--- config.mk ---
export PLATFORM = sky130hd
export DESIGN_NAME = nnu_seq
export DESIGN_NICKNAME = d
export VERILOG_FILES = /design/src/rtl/nnu_pkg.sv /design/src/rtl/nnu_seq.sv
export SDC_FILE = /design/constraint.sdc
export NUM_CORES = 1
export LEC_CHECK = 0
export BUFFER_PORTS_ARGS = -buffer_cell sky130_fd_sc_hd__buf_4
export CAP_MARGIN = 20
export CORE_ASPECT_RATIO = 0.75
export CORE_MARGIN = 3
export CORE_UTILIZATION = 59
export DETAILED_ROUTE_END_ITERATION = 8
export PLACE_DENSITY_LB_ADDON = 0.08
export SYNTH_ARGS = -nofsm -noshare
export SYNTH_HDL_FRONTEND = slang
export SYNTH_SLANG_ARGS = --single-unit
--- constraint.sdc ---
create_clock -name clk -period 4.1 [get_ports clk]
set_input_delay 0.205 -clock clk [delete_from_list [all_inputs] [get_ports clk]]
set_output_delay 0.205 -clock clk [all_outputs]
set_load 0.05 [all_outputs]
--- src/rtl/nnu_pkg.sv ---
// Shared types and constants for the nearest-neighbor upscaler.
`default_nettype none
package nnu_pkg;

    // Item opcodes
    localparam logic OP_LOAD = 1'b0;
    localparam logic OP_EMIT = 1'b1;

    // Register indexes (byte address = 4 * index)
    localparam int  APB_AW       = 4;
    localparam logic [1:0] REG_WIDTH  = 2'd0;
    localparam logic [1:0] REG_HEIGHT = 2'd1;
    localparam logic [1:0] REG_FACTOR = 2'd2;

    localparam logic [6:0] FACTOR_LIMIT = 7'd100;

    typedef struct packed {
        logic [7:0] red;
        logic [7:0] green;
        logic [7:0] blue;
    } pixel_t;

    typedef struct packed {
        logic [10:0] input_width;
        logic [15:0] input_height;
        logic [6:0]  scale_factor;
    } nnu_cfg_t;

    typedef struct packed {
        logic       row_end;
        logic [1:0] pad_bytes;
        logic       frame_end;
    } nnu_flags_t;

endpackage
`default_nettype wire

--- src/rtl/nnu_seq.sv ---
// Load and raster counters; buffer addresses and row/frame flags.
`default_nettype none
module nnu_seq #(
    parameter int MAX_WIDTH = 1024,
    parameter int AW        = 10
) (
    input  wire logic          clk,
    input  wire logic          rst_n,
    input  wire nnu_pkg::nnu_cfg_t cfg,
    input  wire logic          load_fire,
    input  wire logic          emit_fire,
    output logic [AW-1:0]      wr_addr,
    output logic [AW-1:0]      rd_addr,
    output nnu_pkg::nnu_flags_t flags
);
    import nnu_pkg::*;

    logic [AW-1:0] load_pos_reg,  load_pos_next;
    logic [AW-1:0] src_col_reg,   src_col_next;
    logic [6:0]    col_rep_reg,   col_rep_next;
    logic [6:0]    row_rep_reg,   row_rep_next;
    logic [15:0]   src_row_reg,   src_row_next;

    logic [AW-1:0] w_last;
    logic [15:0]   h_last;
    logic [6:0]    f_last;
    logic [1:0]    w_lo, f_lo, row_bytes_lo;
    logic          col_last, row_end, rep_last, frame_end;

    // Effective limits, clamped into range
    always_comb
    begin
        if (cfg.input_width == 11'd0)
            w_last = '0;
        else if (32'(cfg.input_width) > 32'(MAX_WIDTH))
            w_last = AW'(MAX_WIDTH - 1);
        else
            w_last = AW'(32'(cfg.input_width) - 32'd1);

        h_last = (cfg.input_height == 16'd0) ? 16'd0 : cfg.input_height - 16'd1;

        if (cfg.scale_factor == 7'd0)
            f_last = 7'd0;
        else if (cfg.scale_factor > FACTOR_LIMIT)
            f_last = FACTOR_LIMIT - 7'd1;
        else
            f_last = cfg.scale_factor - 7'd1;
    end

    // Row padding: only (3*W*F) mod 4 matters
    assign w_lo         = w_last[1:0] + 2'd1;
    assign f_lo         = f_last[1:0] + 2'd1;
    assign row_bytes_lo = 2'(4'(w_lo) * 4'(f_lo) * 4'd3);

    assign col_last  = col_rep_reg >= f_last;
    assign row_end   = col_last && (src_col_reg >= w_last);
    assign rep_last  = row_rep_reg >= f_last;
    assign frame_end = row_end && rep_last && (src_row_reg >= h_last);

    assign flags.row_end   = row_end;
    assign flags.pad_bytes = row_end ? 2'd0 - row_bytes_lo : 2'd0;
    assign flags.frame_end = frame_end;

    assign wr_addr = load_pos_reg;
    assign rd_addr = src_col_reg;

    // Next-state of the counters
    always_comb
    begin
        load_pos_next = load_pos_reg;
        src_col_next  = src_col_reg;
        col_rep_next  = col_rep_reg;
        row_rep_next  = row_rep_reg;
        src_row_next  = src_row_reg;

        if (load_fire)
        begin
            load_pos_next = (load_pos_reg >= w_last) ? '0 : load_pos_reg + 1'b1;
        end

        if (emit_fire)
        begin
            if (frame_end)
            begin
                src_col_next = '0;
                col_rep_next = 7'd0;
                row_rep_next = 7'd0;
                src_row_next = 16'd0;
            end
            else if (row_end)
            begin
                src_col_next = '0;
                col_rep_next = 7'd0;
                if (rep_last)
                begin
                    row_rep_next = 7'd0;
                    src_row_next = src_row_reg + 16'd1;
                end
                else
                begin
                    row_rep_next = row_rep_reg + 7'd1;
                end
            end
            else if (col_last)
            begin
                col_rep_next = 7'd0;
                src_col_next = src_col_reg + 1'b1;
            end
            else
            begin
                col_rep_next = col_rep_reg + 7'd1;
            end
        end
    end

    always_ff @(posedge clk or negedge rst_n)
    begin
        if (!rst_n)
        begin
            load_pos_reg <= '0;
            src_col_reg  <= '0;
            col_rep_reg  <= 7'd0;
            row_rep_reg  <= 7'd0;
            src_row_reg  <= 16'd0;
        end
        else
        begin
            load_pos_reg <= load_pos_next;
            src_col_reg  <= src_col_next;
            col_rep_reg  <= col_rep_next;
            row_rep_reg  <= row_rep_next;
            src_row_reg  <= src_row_next;
        end
    end

endmodule
`default_nettype wire

[Word-level counts from Yosys, hierarchy flattened]
Cells that the tools add are included.
Operators by class
  add/subtract/negate cells: 11
  multipliers: 2
  magnitude comparators: 7
  multiplexer cells: 19
  reduce and logical (&&, ||, !) cells: 12
Operator list (number)
  $mux W16: 4
  $mux W10: 6
  $mux W7: 8
  $add A10 B1 Y10 const B: 2
  $ge A10 B10 Y1: 2
  $add A16 B1 Y16 const B: 1
  $ge A16 B16 Y1: 1
  $logic_not A16 Y1: 1
  $sub A16 B1 Y16 const B: 1
  $add A7 B1 Y7 const B: 2
  $ge A7 B7 Y1: 2
  $gt A11 B11 Y1 const B: 1
  $logic_not A11 Y1: 1
  $sub A10 B1 Y10 const B: 1
  $gt A7 B7 Y1 const B: 1
  $logic_not A7 Y1: 1
  $sub A7 B1 Y7 const B: 1
  $add A2 B1 Y2 const B: 2
  $mul A2 B2 Y4: 1
  $mul A4 B2 Y2 const B: 1
  $reduce_and A2 Y1: 2
  $reduce_bool A2 Y1: 2
  $logic_and A1 B1 Y1: 3
  $reduce_and A3 Y1: 1
  3 further kinds: 3
Word-level totals
  register bits: 50
  output and inout bits: 24
  logic and storage cells: 56

[Logic depth before layout (Yosys ltp)]
  depth after elaboration: 9
  depth in mapped cells: 17

[Worst setup path after synthesis]
No wires, ideal clock.
  path kind: input to output
  start point: input port cfg[23] in the netlist's numbering
  end point: output port flags[1] in the netlist's numbering
  arrival: 3.516 ns
  required time: 3.895 ns
  setup slack: 0.379 ns
  cell stages on the path: 14
  path buffers: 0
  cell sequence: inv_1 > ha_1 > or4b_4 > nor2_2 > nand2_2 > o21a_1 > a221oi_1 > ha_1 > nand2_1 > nor2_1 > a31oi_1 > nand2_1 > nand2_1 > nor3_1
RTL lines
  from (decl): RTL line nnu_seq.sv:9  | input wire nnu_pkg::nnu_cfg_t cfg,
  to (decl): RTL line nnu_seq.sv:14  | output nnu_pkg::nnu_flags_t flags

==> summary.txt <==
Critical path
  – Buf/Inv on CP: 4
  – Max stage delay on crit path: 0.53 ns
  – R2R setup slack: 1.59 ns
  – Crit start category: primary input
  – Levels on crit path: 17
  – Worst-case reg-to-reg path depth: 9
  – Worst reg2reg path endpoint: src_row_reg[15]
  – Worst-path cell chain: buf_4 -> inv_1 -> ha_1 -> or4b_4 -> nor2_2 -> nand2_2 -> o21a_1 -> a221oi_2 -> ha_1 -> a21oi_1 -> o21ai_0 -> a31oi_2 -> nand2_1 -> nand2_1 -> inv_1 -> and3_1 -> buf_4
  – Crit path DAT: 3.51 ns
  – Crit path capture type: primary output
  – Worst EP required: 3.89 ns
  – Crit Path Max Fanout: 9
  – CP delay by family, top: simple AND/OR/NAND/NOR gates
  – CP max stage cell: or4b_4
  – Crit. Startpoint: cfg[23]
  – Crit path to: flags[0]
  – Reg2reg start: row_rep_reg[0]
  – Crit path kind: primary input to primary output

Worst hold path
  – WHS Path Cells: 2
  – Hold Path Class: primary input to flip-flop

Global route
  – Global-route usage over all layers: 25.0%
  – Met3 Track Usage GR: 4.05%
  – Initial antenna violation count: 0
  – GR Layer Usage met2: 41.6%
  – Grt total ovfl: 0
  – Grt peak-use layer: met2
  – Vias in the first global route: 3841
  – Grt met1 use: 35.3%
  – Largest net degree at the start of global routing: 51
  – First-pass GRT wire length: 17800 microns

Final layout
  – Reg area: 1250 sq um
  – Area Growth Syn to Fin: 14.8%
  – Filler instances: 580
  – Multi-input gate area: 3000 sq um
  – Total Nets Final: 677
  – Share of cells above drive strength 1: 15.0%
  – Antenna cells: 0
  – Max reg flops: 16

Synthesis
  – Post-synth EDFFs: 0
  – Syn nets: 617
  – Cells after synthesis: 519
  – Sequential fraction of the synthesis area: 28.5%
  – FFs w/ async S/R, synth: 100%
  – Synth Register Bits: 50
  – Syn Area/Cell: 8.46 sq um
  – Mapped Area: 4390 sq um
  – Synth Warn #: 0
  – Largest area contributor in the netlist: dfrtp_1
  – Synth top area share: 28.5%
  – Cell variety after synth: 58
  – Area contributors post-synth: dfrtp_1 (28%), ha_1 (17%), o21ai_0 (5.7%)
  – Main synth FF type: dfrtp_1

CTS
  – Clock Tree Buf Depth: 2
  – CTS tree: done
  – Num CTS Buffers: 5
  – CTS root buffer: clkbuf_8
  – Clock sinks: 50
  – Worst-Skew Late Latency: 0.31 ns
  – H-Tree Depth: 2
  – CTS clk-pin slew, worst paths: 0.10 ns

Power
  – Int Pwr: 951 uW
  – Power Total: 1.64 mW
  – Power Dens Cells: 325 nW/um^2
  – Sequential power share: 40.5%
  – Lkg Pwr: 2.45 nW
  – Power share of the clock group: 17.6%
  – Max VDD drop: 0.345 mV
  – Net Sw Frac: 42.0%
  – Comb pwr share: 41.9%
  – Sw Pwr: 688 uW

Run status
  – Status: finished clean

Timing
  – Tightest Pin Transition: 0.657 ns
  – Relative slew slack: 56.2%
  – Tcrit/Tclk final: 90.7%
  – Setup Viol. Count Final: 0
  – RSZ-0062 raised after global routing: false
  – Final hold vios: 0
  – Final Skew: 0.0142 ns
  – Hold Slack: 0.127 ns
  – Tmin final: 3.72 ns
  – Slew Viols, Final: 0
  – TNS Setup: 0 ns
  – F_max: 0.269 GHz

Place
  – Port bufs: 61
  – RD Place Congestion: 0.849
  – Placed wire-length estimate: 8060 microns

Die
  – I/O pins: 62
  – CORE AREA: 7030 sq um
  – Die X: 106 microns
  – Row count: 26
  – Die height: 80.7 microns
  – Initial Util: 62.5%
  – Die Area: 8530 sq um

Job
  – Total of max-cap violations: 0

Drt
  – Iteration-0 DRC count of the detailed router: 244
  – Antenna viol nets, final: 0
  – Drt first pass iters: 5
  – WL final: 10200 microns
  – Vias: 4049
  – # DRC: 0
  – Via density: 5.97
  – Routed WL per cell: 15.1 microns
-- cells by family after synthesis --
| logic type | Yosys count | share of synthesized area (%) |
|---|---|---|
| buf+inv | 34 | 3.42 |
| simple gates | 197 | 23.1 |
| fa+ha+maj | 61 | 17.3 |
| flops | 50 | 28.5 |
| compound gates | 146 | 21.4 |
| mux | 3 | 0.712 |
| xor+xnor | 28 | 5.58 |
-- placed cells by master (no fill, tap or decap), drive strengths merged, types with 2 or more instances in the layout --
master / instances
ha: 60
or2: 3
a21o: 10
and3: 13
xnor2: 7
buf: 65
mux2i: 2
clkbuf: 6
or3: 4
nor2: 34
nand2b: 23
nor4: 6
clkinv: 2
nand3: 21
a21oi: 31
o31ai: 10
a22o: 2
o2bb2ai: 10
o211ai: 3
a31oi: 6
nor2b: 7
nand2: 54
inv: 21
o21a: 3
o41ai: 6
nand4: 9
a211oi: 6
nand4b: 2
o21ai: 51
nor3: 13
xor2: 21
dfrtp: 50
-- synthesized netlist by cell type (all sizes together), types with 2 or more instances --
library cell and count:
a21o 10, xnor2 7, o41ai 6, nand4 9
a211oi 6, nor4 6, o21ai 51, o31ai 10
o21a 3, clkbuf 9, and3 13, nand3 21
or3 4, inv 21, or2 3, a31oi 6
ha 60, a21oi 31, mux2i 2, nor2 34
nand2 54, nand2b 23, o2bb2ai 10, nand4b 2
dfrtp 50, nor3 13, a22o 2, buf 4
xor2 21, o211ai 3, nor2b 7
-- power by group through the flow --
stage,Clock [mW],Sequential (mW),Combinational (mW)
3_3_place_gp,0,0.664,0.659
4_1_cts,0.297,0.660,0.688
5_1_grt,0.324,0.676,0.763
2_1_floorplan,0,0.785,0.342
6_report,0.289,0.663,0.687
3_5_place_dp,0,0.670,0.685
-- per-stage QoR --
step / instances / setup slack, ns / area [sq um] / util, %
floorplan: 519 / 0.379 / 4390 / -
global placement: 669 / 0.440 / 4930 / 70.2
detailed placement: 669 / 0.202 / 4930 / 70.2
CTS: 678 / 0.229 / 5030 / 71.6
global route: 678 / 0.115 / 5040 / 71.7
finish: 678 / 0.381 / 5040 / 71.7
-- worst reg2reg max path: cells and delay by family, from the launching register on --
| kind | cells | cell delay, ns |
|---|---|---|
| AOI/OAI and AO/OA | 4 | 1.02 |
| and+or+nand+nor | 3 | 0.60 |
| adders and majority gates | 1 | 0.27 |
| buffers and inverters | 1 | 0.09 |
| DFF | 1 | 0.40 |
-- area by class of cell --
| cell class | instances | area share, % |
|---|---|---|
| Clock inverter | 2 | 0.273 |
| Clock buffer | 6 | 1.44 |
| Sequential cell | 50 | 24.8 |
| Inverter | 21 | 1.56 |
| Timing Repair Buffer | 66 | 9.88 |
| Multi-Input combinational cell | 435 | 59.6 |
| Tap cell | 98 | 2.43 |
-- timing repair --
item                                    4_1_cts  5_1_grt
hold buffers                                  1        0
gates resized for setup                       0        2
buffers inserted                              0        0
endpoints found under the setup margin        0        1
endpoints found under the hold margin        50        0
-- routing by layer --
layer | part of all wire, % | wire length, microns
met5 | 0 | 0
met4 | 0.58 | 59
met3 | 4.8 | 494
met2 | 46 | 4680
met1 | 49 | 5000
-- worst min path at each step --
stage | to | startpoint | slack [ns]
finish | wr_addr[0] | load_fire | 0.13
global route | wr_addr[0] | load_fire | 0.11
CTS | wr_addr[0] | load_fire | 0.12
detailed placement | rd_addr[7] | rst_n | 0.28
global placement | rd_addr[7] | rst_n | 0.27
floorplan | col_rep_reg[0] | rst_n | -0.09
Note: power is estimated with default switching activity, not from simulation.
