===== src/rtl/nnu_pkg.sv =====
// Shared types and constants for the nearest-neighbor upscaler.
`default_nettype none
package nnu_pkg;

    // Item opcodes
    localparam logic OP_LOAD = 1'b0;
    localparam logic OP_EMIT = 1'b1;

    // Register indexes (byte address = 4 * index)
    localparam int  APB_AW       = 4;
    localparam logic [1:0] REG_WIDTH  = 2'd0;
    localparam logic [1:0] REG_HEIGHT = 2'd1;
    localparam logic [1:0] REG_FACTOR = 2'd2;

    localparam logic [6:0] FACTOR_LIMIT = 7'd100;

    typedef struct packed {
        logic [7:0] red;
        logic [7:0] green;
        logic [7:0] blue;
    } pixel_t;

    typedef struct packed {
        logic [10:0] input_width;
        logic [15:0] input_height;
        logic [6:0]  scale_factor;
    } nnu_cfg_t;

    typedef struct packed {
        logic       row_end;
        logic [1:0] pad_bytes;
        logic       frame_end;
    } nnu_flags_t;

endpackage
`default_nettype wire


===== src/rtl/nnu_cfg_regs.sv =====
// APB configuration registers of the upscaler.
`default_nettype none
module nnu_cfg_regs (
    input  wire logic                      clk,
    input  wire logic                      rst_n,
    input  wire logic                      psel,
    input  wire logic                      penable,
    input  wire logic                      pwrite,
    input  wire logic [nnu_pkg::APB_AW-1:0] paddr,
    input  wire logic [31:0]               pwdata,
    output logic      [31:0]               prdata,
    output logic                           pready,
    output nnu_pkg::nnu_cfg_t              cfg
);
    import nnu_pkg::*;

    nnu_cfg_t   cfg_reg;
    logic       wr_en;
    logic [1:0] reg_idx;

    assign pready  = 1'b1;
    assign reg_idx = paddr[3:2];
    assign wr_en   = psel & penable & pwrite;
    assign cfg     = cfg_reg;

    // Register writes
    always_ff @(posedge clk or negedge rst_n)
    begin
        if (!rst_n)
        begin
            cfg_reg.input_width  <= 11'd1;
            cfg_reg.input_height <= 16'd1;
            cfg_reg.scale_factor <= 7'd1;
        end
        else if (wr_en)
        begin
            case (reg_idx)
                REG_WIDTH:  cfg_reg.input_width  <= pwdata[10:0];
                REG_HEIGHT: cfg_reg.input_height <= pwdata[15:0];
                REG_FACTOR: cfg_reg.scale_factor <= pwdata[6:0];
                default:    ;
            endcase
        end
    end

    // Read mux
    always_comb
    begin
        case (reg_idx)
            REG_WIDTH:  prdata = {21'd0, cfg_reg.input_width};
            REG_HEIGHT: prdata = {16'd0, cfg_reg.input_height};
            REG_FACTOR: prdata = {25'd0, cfg_reg.scale_factor};
            default:    prdata = 32'd0;
        endcase
    end

endmodule
`default_nettype wire


===== config.mk =====
export PLATFORM = sky130hd
export DESIGN_NAME = nnu_cfg_regs
export DESIGN_NICKNAME = d
export VERILOG_FILES = /design/src/rtl/nnu_pkg.sv /design/src/rtl/nnu_cfg_regs.sv
export SDC_FILE = /design/constraint.sdc
export NUM_CORES = 1
export LEC_CHECK = 0
export ABC_CLOCK_PERIOD_IN_PS = 2600
export BUFFER_PORTS_ARGS = -buffer_cell sky130_fd_sc_hd__clkbuf_2
export CAP_MARGIN = 20
export CORE_ASPECT_RATIO = 1.5
export CORE_UTILIZATION = 40
export CTS_BUF_LIST = sky130_fd_sc_hd__clkbuf_2 sky130_fd_sc_hd__clkbuf_4 sky130_fd_sc_hd__clkbuf_8
export DETAILED_ROUTE_END_ITERATION = 10
export GPL_ROUTABILITY_DRIVEN = 0
export PLACE_DENSITY = 0.79
export SYNTH_ARGS = -nofsm -noshare
export SYNTH_HDL_FRONTEND = slang
export SYNTH_SLANG_ARGS = --single-unit

===== constraint.sdc =====
create_clock -name clk -period 2.6 [get_ports clk]
set_input_delay 0.52 -clock clk [delete_from_list [all_inputs] [get_ports clk]]
set_output_delay 0.52 -clock clk [all_outputs]
set_load 0.02 [all_outputs]

# Yosys cells after proc, flatten, opt, wreduce, memory -nomap -nowiden

Index checks and enable logic that the tools add are counted.

Eq/ne operators: 2
Reduce and logical (&&, ||, !) cells: 4
Mux-type cells: 1
Bitwise gates (word level): 2

Operators with widths:

| kind                 | number |
|---|---|
| $pmux W16 S3         | 1 |
| $reduce_and A2 Y1    | 3 |
| $and A1 B1 Y1        | 2 |
| $eq A2 B1 Y1 const B | 1 |
| $eq A2 B2 Y1 const B | 1 |
| $logic_not A2 Y1     | 1 |

Bits in registers: 34
Input port bits: 41
Logic and storage cells: 12
Output and inout port bits: 67

# Depth between registers and ports, before layout

Gate-level depths: netlist of run 1.

Word-level depth: 3
Gate-level depth with buffers: 4

# Least setup slack after synthesis of run 1

No wires, ideal clock.

Kind: input-to-output
From: input paddr[2] (netlist name)
To: output prdata[1]
Cell stages on the path: 4
Path slack: 0.631 ns
Data required time: 2.080 ns
Data arrival time: 1.449 ns
Path buffers: 2
Cell sequence: buf_6 > buf_2 > mux2i_1 > o21ai_0

Word-level cells in the longest chain between the ends: 2

Ends and longest elaborated chain:

| item                                 | RTL line           | RTL |
|---|---|---|
| start: declaration                   | nnu_cfg_regs.sv:9  | `input wire logic [nnu_pkg::APB_AW-1:0] paddr,` |
| $eq A2 B2 Y1 (tied with other cells) | nnu_cfg_regs.sv:49 | `case (reg_idx)` |
| $pmux W16 S3 (*)                     | nnu_cfg_regs.sv:49 |  |
| end: declaration                     | nnu_cfg_regs.sv:11 | `output logic [31:0] prdata,` |

Every way passes the cells marked *; elsewhere a longest branch is shown, timed or not.

# Worst setup path in the final report of run 1

From: input paddr[3] (netlist name)
To: output prdata[4]

Same word-level chain as after synthesis.

==> results of run 1 <==
==> critical path, stage by stage <==
cell and delay (ns):
sky130_fd_sc_hd__clkbuf_2 0.32, sky130_fd_sc_hd__nor2b_1 0.18, sky130_fd_sc_hd__buf_4 0.17, sky130_fd_sc_hd__nand2_1 0.06, sky130_fd_sc_hd__o21ai_0 0.08, sky130_fd_sc_hd__clkbuf_2 0.20
==> metrics by stage <==
stage	total power, mW	area, um^2	util	hold WS, ns
2_1_floorplan	1.18	1790	-	0.224
3_3_place_gp	1.37	2050	0.509	0.496
3_5_place_dp	1.39	2050	0.509	0.500
4_1_cts	1.81	2150	0.533	0.359
5_1_grt	1.88	2150	0.533	0.401
6_report	1.78	2150	0.533	0.323
==> report_power, final <==
part / switching (mW) / internal [mW] / leakage [nW]
sequential: 0.0938 / 0.661 / 0.412
clock: 0.186 / 0.224 / 0.0517
combinational: 0.370 / 0.248 / 0.683
==> cell usage after synthesis (all sizes together) <==
cell	instances	area (um^2)
nor2	4	15.0
dfrtp	31	776
nor3	1	5.00
clkbuf	1	3.75
and2	5	31.3
nor3b	1	18.8
conb	2	7.51
nand3	1	10.0
nor2b	2	12.5
or3b	1	8.76
o21ai	7	35.0
buf	23	181
mux2	34	409
dfstp	3	78.8
nand2	7	26.3
mux2i	11	110
==> final cells by class <==
class / instances / area (um^2)
well taps: 45 / 56.3
fillers: 364 / 1880
repair buffers: 76 / 390
clock buffers: 7 / 90.1
flip-flops and latches: 34 / 855
multi-input cells: 91 / 751
clock inverters: 1 / 5.00
==> per-layer routing <==
layer | wire, um | track usage | vias to the layer above
li1 | - | - | 570
met1 | 1370 | 0.177 | 598
met2 | 1990 | 0.324 | 58
met3 | 267 | 0.0607 | 7
met4 | 64 | 0.0550 | 0
met5 | 0 | 0 | -
==> cells by family (layout without fill, tap and decap cells) <==
logic type             count (synthesis)  in the layout
AOI/OAI and AO/OA                      7              7
buffers and inverters                 24             84
DFF                                   34             34
muxes                                 45             45
other                                  2             17
and+or+nand+nor                       22             22
==> layout by cell type, fill, tap and decap left out, drive strengths merged <==
cell type / n
nor2b: 2
dfstp: 3
nor3: 1
nand2: 7
nand3: 1
nor3b: 1
conb: 17
clkbuf: 79
clkinv: 1
o21ai: 7
mux2i: 11
dfrtp: 31
or3b: 1
nor2: 4
mux2: 34
and2: 5
buf: 4
==> worst paths after layout <==
kind	end	slack, ns	depth (start not counted)
max	prdata[4]	0.56	6
min	cfg[16]$_DFFE_PN0P_	0.32	1
max in group asynchronous	cfg[24]$_DFFE_PN0P_	1.75	1
min in group clk	cfg[19]$_DFFE_PN0P_	0.45	2
min reg2reg	cfg[18]$_DFFE_PN0P_	0.51	1
max reg2reg	cfg[17]$_DFFE_PN0P_	1.78	1
==> impl_metrics.tcl, run 1 <==
set metrics [dict create \
    yosys_register_bits 34 \
    boundaryPins 108 \
    numPortBuffers 72 \
    status "finished clean" \
    critPathMaxFanout 16 \
    postRouteWirelength_um 3690 \
    end_kind "output port" \
    global_route.overflow_total 0 \
    routed_wire_length_per_instance_um 14.5 \
    worst_ep_arrival_time_ns 1.52 \
    synthesis.instances 134 \
    total_power_per_unit_cell_area_nw_per_um2 831 \
    detail_route.drc_violations 0 \
    setup.worst_path.start "paddr[3]" \
    finalClockSkew_ns 0 \
    final_nets 249 \
    start_util 0.429 \
    maxCapViolCount 0 \
    clock.fmax_ghz 0.491 \
    postLayoutSetupSlackWorst_ns 0.563 \
    diodes 0 \
    cell_area_synth_um2 1730 \
    clk_sink_count 34 \
    vdd_drop_max_uv 569 \
    synthXorXnorAreaFrac 0 \
    drtAntennaViolNets 0 \
    postCtsSetupRepairBufs 0 \
    finalCriticalPeriod_ns 2.04 \
    detail_route.vias_per_cell 4.85 \
    overall_die_height_um 82.5 \
    synthToLayoutAreaGrowth_pct 24.2 \
    setup_violations 0 \
    grt_pass1_wl_um 5880 \
    largest_register_ffs 34 \
    antenna_found_initial 0 \
    fin_crit_share 0.783 \
    clkSlewWorstSetupHoldPaths_ns 0.07 \
    yosys.area_share.simple 0.0738 \
    syn-mean-instance-area_um2 12.9 \
    cts-hold-fix-buffers 0 \
    cts_tree "built" \
    clock-root-buffer "sky130_fd_sc_hd__clkbuf_8" \
    drive_above_1_share 0.565 \
    post_cts_resize_count 0 \
    cts_buffers 5 \
    num_vias 1233 \
    dominant_combinational_cell_family_by_area_after_synthesis "multiplexers" \
    yosysSeqAreaShare 0.494 \
    core_region_area_um2 4030 \
    iter_0_drt_violations 24 \
    maxSlewHeadroom 0.444 \
    post_synth_fa_ha_maj_area_fraction 0 \
    clock_insertion_delay_worst_skew_ns 0.28 \
    cellLeakagePower_nw 1.15 \
    grt_pass1_vias 1255 \
    drt_first_pass_iters 2 \
    detailed_place_hpwl_um 2750 \
    grt.total_usage 0.171 \
    grt_start_max_net_pins 35 \
    synth_compound_area_frac 0.0203 \
    cp_class "input pin to output port" \
    detailedPlace.worstSlack_ns 0.544 \
    tightest_slew_ns 0.835 \
    muxShareOfSynthArea 0.300 \
    cts.htree.levels 2 \
    worst_ep_required_time_ns 2.08 \
    cts_max_path_buffers 2 \
    place.detailed.instances 246 \
    holdCritPathClass "input pin to async pin" \
    timing_hold_violations_final 0 \
    floorplan.die_area_um2 4600 \
    ys_warn_count 0 \
    row_count 28 \
    final-instance-count-excl-fill 254 \
    final_max_slew_viols 0 \
    post_synth_num_cell_types 20 \
    tns_ns 0 \
    rsz0062_at_grt "false" \
    die_x_um 55.7 \
    crit-reg2reg-launch "cfg[17]$_DFFE_PN0P_" \
    nature_of_the_critical_path_startpoint "input pin" \
]
No activity file was read; power rests on OpenSTA's default activity.
==> run 2, diff against run 1 <==
ABC_CLOCK_PERIOD_IN_PS = 1700   (was 2600)
PLACE_DENSITY = 0.82   (was 0.79)
clock period = 1.7 ns   (was 2.6 ns; I/O delays follow)
==> run 2 against run 1 <==
  * Sequential cell count did not move
  * Utilization up 2.2 points
  * Combinational power rose by 55%
  * Clock skew unchanged
  * Critical endpoint is now prdata[5]
  * Largest cell class unchanged
  * Highest routed layer unchanged
==> impl_metrics.tcl, run 2 (same netlist as run 1, synthesis figures left out) <==
set metrics [dict create \
    vdd_drop_max_uv 750 \
    tns_ns 0 \
    fin_crit_share 0.924 \
    antenna_found_initial 0 \
    detail_route.vias_per_cell 4.71 \
    boundaryPins 108 \
    cts_buffers 5 \
    global_route.overflow_total 0 \
    clock-root-buffer "sky130_fd_sc_hd__clkbuf_8" \
    drtAntennaViolNets 0 \
    num_vias 1233 \
    detailedPlace.worstSlack_ns 0.0502 \
    cp_class "input pin to output port" \
    finalCriticalPeriod_ns 1.57 \
    floorplan.die_area_um2 4600 \
    postLayoutCellArea_um2 2230 \
    grt_start_max_net_pins 19 \
    clk_sink_count 34 \
    clock_insertion_delay_worst_skew_ns 0.28 \
    detailed_place_hpwl_um 2740 \
    final_max_slew_viols 0 \
    drt_first_pass_iters 3 \
    crit_path_frequent_cell "sky130_fd_sc_hd__clkbuf_2" \
    cellLeakagePower_nw 1.19 \
    row_count 28 \
    fillCellCount 367 \
    routed_wire_length_per_instance_um 13.3 \
    largest_register_ffs 34 \
    postCtsSetupRepairBufs 0 \
    status "finished clean" \
    postRouteWirelength_um 3490 \
    timing_hold_violations_final 0 \
    drive_above_1_share 0.576 \
    most_frequent_cells_in_the_layout "sky130_fd_sc_hd__clkbuf_2, sky130_fd_sc_hd__dfrtp_1, sky130_fd_sc_hd__mux2_2, sky130_fd_sc_hd__conb_1, sky130_fd_sc_hd__mux2i_1" \
    critPathMaxFanout 8 \
    cts_max_path_buffers 2 \
    grt.total_usage 0.165 \
    tightest_hold_margin_ns 0.272 \
    timing.critical_path.slowest_cell_delay_ns 0.22 \
    worst_ep_arrival_time_ns 1.23 \
    worst_ep_required_time_ns 1.36 \
    clock.fmax_ghz 0.636 \
    holdCritPathClass "input pin to register" \
    start_util 0.429 \
    path_cells "clkbuf_2, buf_4, mux2i_1, o21ai_0, clkbuf_2" \
    setup_violations 0 \
    overall_die_height_um 82.5 \
    total_power_mw 2.72 \
    iter_0_drt_violations 13 \
    numPortBuffers 72 \
    post_cts_resize_count 0 \
    end_kind "output port" \
    detail_route.drc_violations 0 \
    cts-hold-fix-buffers 1 \
    layout_commonest_cell "sky130_fd_sc_hd__clkbuf_2" \
    finalClockSkew_ns 0 \
    rsz0062_at_grt "false" \
    core_region_area_um2 4030 \
    critical-path-slowest-cell "sky130_fd_sc_hd__o21ai_0" \
    final_nets 257 \
    synthToLayoutAreaGrowth_pct 29.2 \
    maxCapViolCount 0 \
    cts_tree "built" \
    diodes 0 \
    grt_pass1_wl_um 5710 \
    postLayoutSetupSlackWorst_ns 0.129 \
    postPlaceCellArea_um2 2130 \
    total_power_per_unit_cell_area_nw_per_um2 1220 \
    nature_of_the_critical_path_startpoint "input pin" \
    grt_pass1_vias 1179 \
    die_x_um 55.7 \
    cts.htree.levels 2 \
    clkSlewWorstSetupHoldPaths_ns 0.07 \
]
==> run 2: changes by cell type in the layout (fill, tap and decap cells not counted), sizes merged <==
| cell | before | now |
|---|---|---|
| buf | 4 | 11 |
| clkbuf | 79 | 78 |
| clkinvlp | 0 | 1 |
| dlygate4sd3 | 0 | 1 |
==> run 2: layout make-up <==
type | count | area (um^2) | share of cell area
flip-flops and latches | 34 | 855 | 0.382
well taps | 45 | 56.3 | 0.0252
clock inverters | 2 | 12.5 | 0.00560
clock buffers | 6 | 82.6 | 0.0370
multi-input cells | 91 | 751 | 0.336
repair buffers | 84 | 478 | 0.214
==> run 2: per-layer routing <==
metal	vias up	GRT usage	part of all wire
met4	0	0.0750	0.017
met3	6	0.0467	0.058
met2	52	0.296	0.55
met5	-	0	0
met1	584	0.181	0.37
li1	591	-	-
==> run 2: path summary, 6_finish.rpt <==
kind / end / start / cells after the start / slack (ns)
min in group asynchronous: cfg[15]$_DFFE_PN0P_ / rst_n / 2 / 0.54
max in group asynchronous: cfg[13]$_DFFE_PN0P_ / rst_n / 3 / 0.70
setup / recovery: prdata[5] / paddr[2] / 5 / 0.13
setup reg to reg: cfg[16]$_DFFE_PN0P_ / cfg[16]$_DFFE_PN0P_ / 1 / 0.90
hold reg to reg: cfg[18]$_DFFE_PN0P_ / cfg[18]$_DFFE_PN0P_ / 1 / 0.51
hold / removal: cfg[19]$_DFFE_PN0P_ / pwdata[12] / 2 / 0.27
==> run 2: critical path: cells and delay by family <==
kind / cells / cell delay [ns]
AO/OA/AOI/OAI: 1 / 0.22
multiplexers: 1 / 0.11
buffers and inverters: 3 / 0.55
==> run 2: where the power goes <==
part,switching [mW],leakage [nW],internal [mW],total (mW)
Combinational,0.567,0.729,0.393,0.960
Sequential,0.138,0.412,1.01,1.15
Clock,0.286,0.0472,0.325,0.611
Total,0.991,1.19,1.73,2.72
==> run 2: stage by stage <==
stage,utilization,instances
detailed placement,0.529,253
CTS,0.555,262
floorplan,-,149
global placement,0.529,253
finish,0.555,262
global route,0.555,262
==> run 3, diff against run 2 <==
MAX_ROUTING_LAYER = met4   (was not set)
==> run 3 against run 2 <==
  * Cell count stayed put
  * Clock power hardly changed
  * Count of clock-buffer cells in the layout stayed put
  * Sequential power hardly changed
  * Power hardly changed
==> impl_metrics.tcl, run 3 (same netlist as run 1, synthesis figures left out) <==
set metrics [dict create \
    clkSlewWorstSetupHoldPaths_ns 0.07 \
    detail_route.drc_violations 0 \
    drt_first_pass_iters 3 \
    hold-path-cell-count 2 \
    r2r-end "cfg[16]$_DFFE_PN0P_" \
    cts.htree.levels 2 \
    clock.fmax_ghz 0.636 \
    final_core_util 0.555 \
    rsz0062_at_grt "false" \
    clock-root-buffer "sky130_fd_sc_hd__clkbuf_8" \
    largest_register_ffs 34 \
    vdd_drop_max_uv 750 \
    antenna_found_initial 0 \
    setup_violations 0 \
    reg2regPathDepth 1 \
    routed_wire_length_per_instance_um 13.3 \
    drive_above_1_share 0.576 \
    grt.total_usage 0.169 \
    tns_ns 0 \
    finalCriticalPeriod_ns 1.57 \
    fin_crit_share 0.924 \
    clk_sink_count 34 \
    slack_of_the_worst_reg_to_reg_path_ns 0.90 \
    status "finished clean" \
    drtAntennaViolNets 0 \
    worst_ep_arrival_time_ns 1.23 \
    detailed_place_hpwl_um 2740 \
    final_max_slew_viols 0 \
    total_power_mw 2.72 \
    iter_0_drt_violations 15 \
    timing.critical_path.buf_inv 3 \
    die_x_um 55.7 \
    maxCapViolCount 0 \
    tightest_hold_margin_ns 0.272 \
    num_vias 1237 \
    postCtsSetupRepairBufs 0 \
    layout_commonest_cell "sky130_fd_sc_hd__clkbuf_2" \
    diodes 0 \
    synthToLayoutAreaGrowth_pct 29.2 \
    critPathMaxFanout 8 \
    clock_insertion_delay_worst_skew_ns 0.28 \
    total_power_per_unit_cell_area_nw_per_um2 1220 \
    row_count 28 \
    final-instance-count-excl-fill 262 \
    boundaryPins 108 \
    start_util 0.429 \
    holdPathEnd "cfg[19]$_DFFE_PN0P_" \
    detail_route.vias_per_cell 4.72 \
    place.detailed.instances 253 \
    cts_max_path_buffers 2 \
    hold_path.startpoint "pwdata[12]" \
    cts_buffers 5 \
    cellLeakagePower_nw 1.19 \
    nature_of_the_critical_path_startpoint "input pin" \
    end_kind "output port" \
    cp_class "input pin to output port" \
    crit_path_frequent_cell "sky130_fd_sc_hd__clkbuf_2" \
    grt_pass1_wl_um 5680 \
    worst_ep_required_time_ns 1.36 \
    most_frequent_cells_in_the_layout "sky130_fd_sc_hd__clkbuf_2, sky130_fd_sc_hd__dfrtp_1, sky130_fd_sc_hd__mux2_2, sky130_fd_sc_hd__conb_1, sky130_fd_sc_hd__mux2i_1" \
    cts_tree "built" \
    numPortBuffers 72 \
    critical-path-slowest-cell "sky130_fd_sc_hd__o21ai_0" \
    critPathTopFamily "buffers and inverters" \
    overall_die_height_um 82.5 \
    grt_start_max_net_pins 19 \
    fillCellCount 367 \
    crit-reg2reg-launch "cfg[16]$_DFFE_PN0P_" \
    core_region_area_um2 4030 \
    final_nets 257 \
    path_cells "clkbuf_2, buf_4, mux2i_1, o21ai_0, clkbuf_2" \
    grt_pass1_vias 1183 \
    global_route.overflow_total 0 \
    floorplan.die_area_um2 4600 \
    holdCritPathClass "input pin to register" \
    timing_hold_violations_final 0 \
    timing.critical_path.slowest_cell_delay_ns 0.22 \
    finalClockSkew_ns 0 \
    postRouteWirelength_um 3490 \
]
==> run 3: per-stage QoR <==
step           area, um^2  setup WS [ns]
6_report             2230          0.128
2_1_floorplan        1790         0.0912
4_1_cts              2230          0.125
3_3_place_gp         2130         0.0451
5_1_grt              2230         0.0392
3_5_place_dp         2130         0.0502
==> run 3: per-layer routing <==
metal,wire length [um],global-route usage,part of all wire
met5,0,-,0
met4,72,0.0800,0.021
met3,184,0.0421,0.053
met2,1910,0.294,0.55
met1,1320,0.182,0.38
==> run 3: power breakdown <==
| part | switching, mW | internal, mW |
|---|---|---|
| Clock | 0.286 | 0.325 |
| Combinational | 0.567 | 0.393 |
| Sequential | 0.138 | 1.01 |
==> run 3: worst max path at each step <==
stage / startpoint / to / cells past startpoint
2_1_floorplan: paddr[2] / prdata[1] / 4
3_3_place_gp: pwrite / cfg[6]$_DFFE_PN0P_ / 4
3_5_place_dp: pwrite / cfg[2]$_DFFE_PN0P_ / 4
4_1_cts: cfg[7]$_DFFE_PN1P_ / prdata[0] / 3
5_1_grt: paddr[2] / prdata[3] / 6
6_report: paddr[2] / prdata[5] / 5
==> run 3: cell type report <==
cell class / instances / area, um^2 / share of cell area
Sequential cell: 34 / 855 / 0.382
Multi-Input combinational cell: 91 / 751 / 0.336
Timing Repair Buffer: 84 / 478 / 0.214
Clock buffer: 6 / 82.6 / 0.0370
Tap cell: 45 / 56.3 / 0.0252
Clock inverter: 2 / 12.5 / 0.00560
==> run 3: timing repair <==
item                                   CTS  global route
hold buffers                             1             0
gates resized for setup                  0             0
endpoints found under the hold margin    2             0
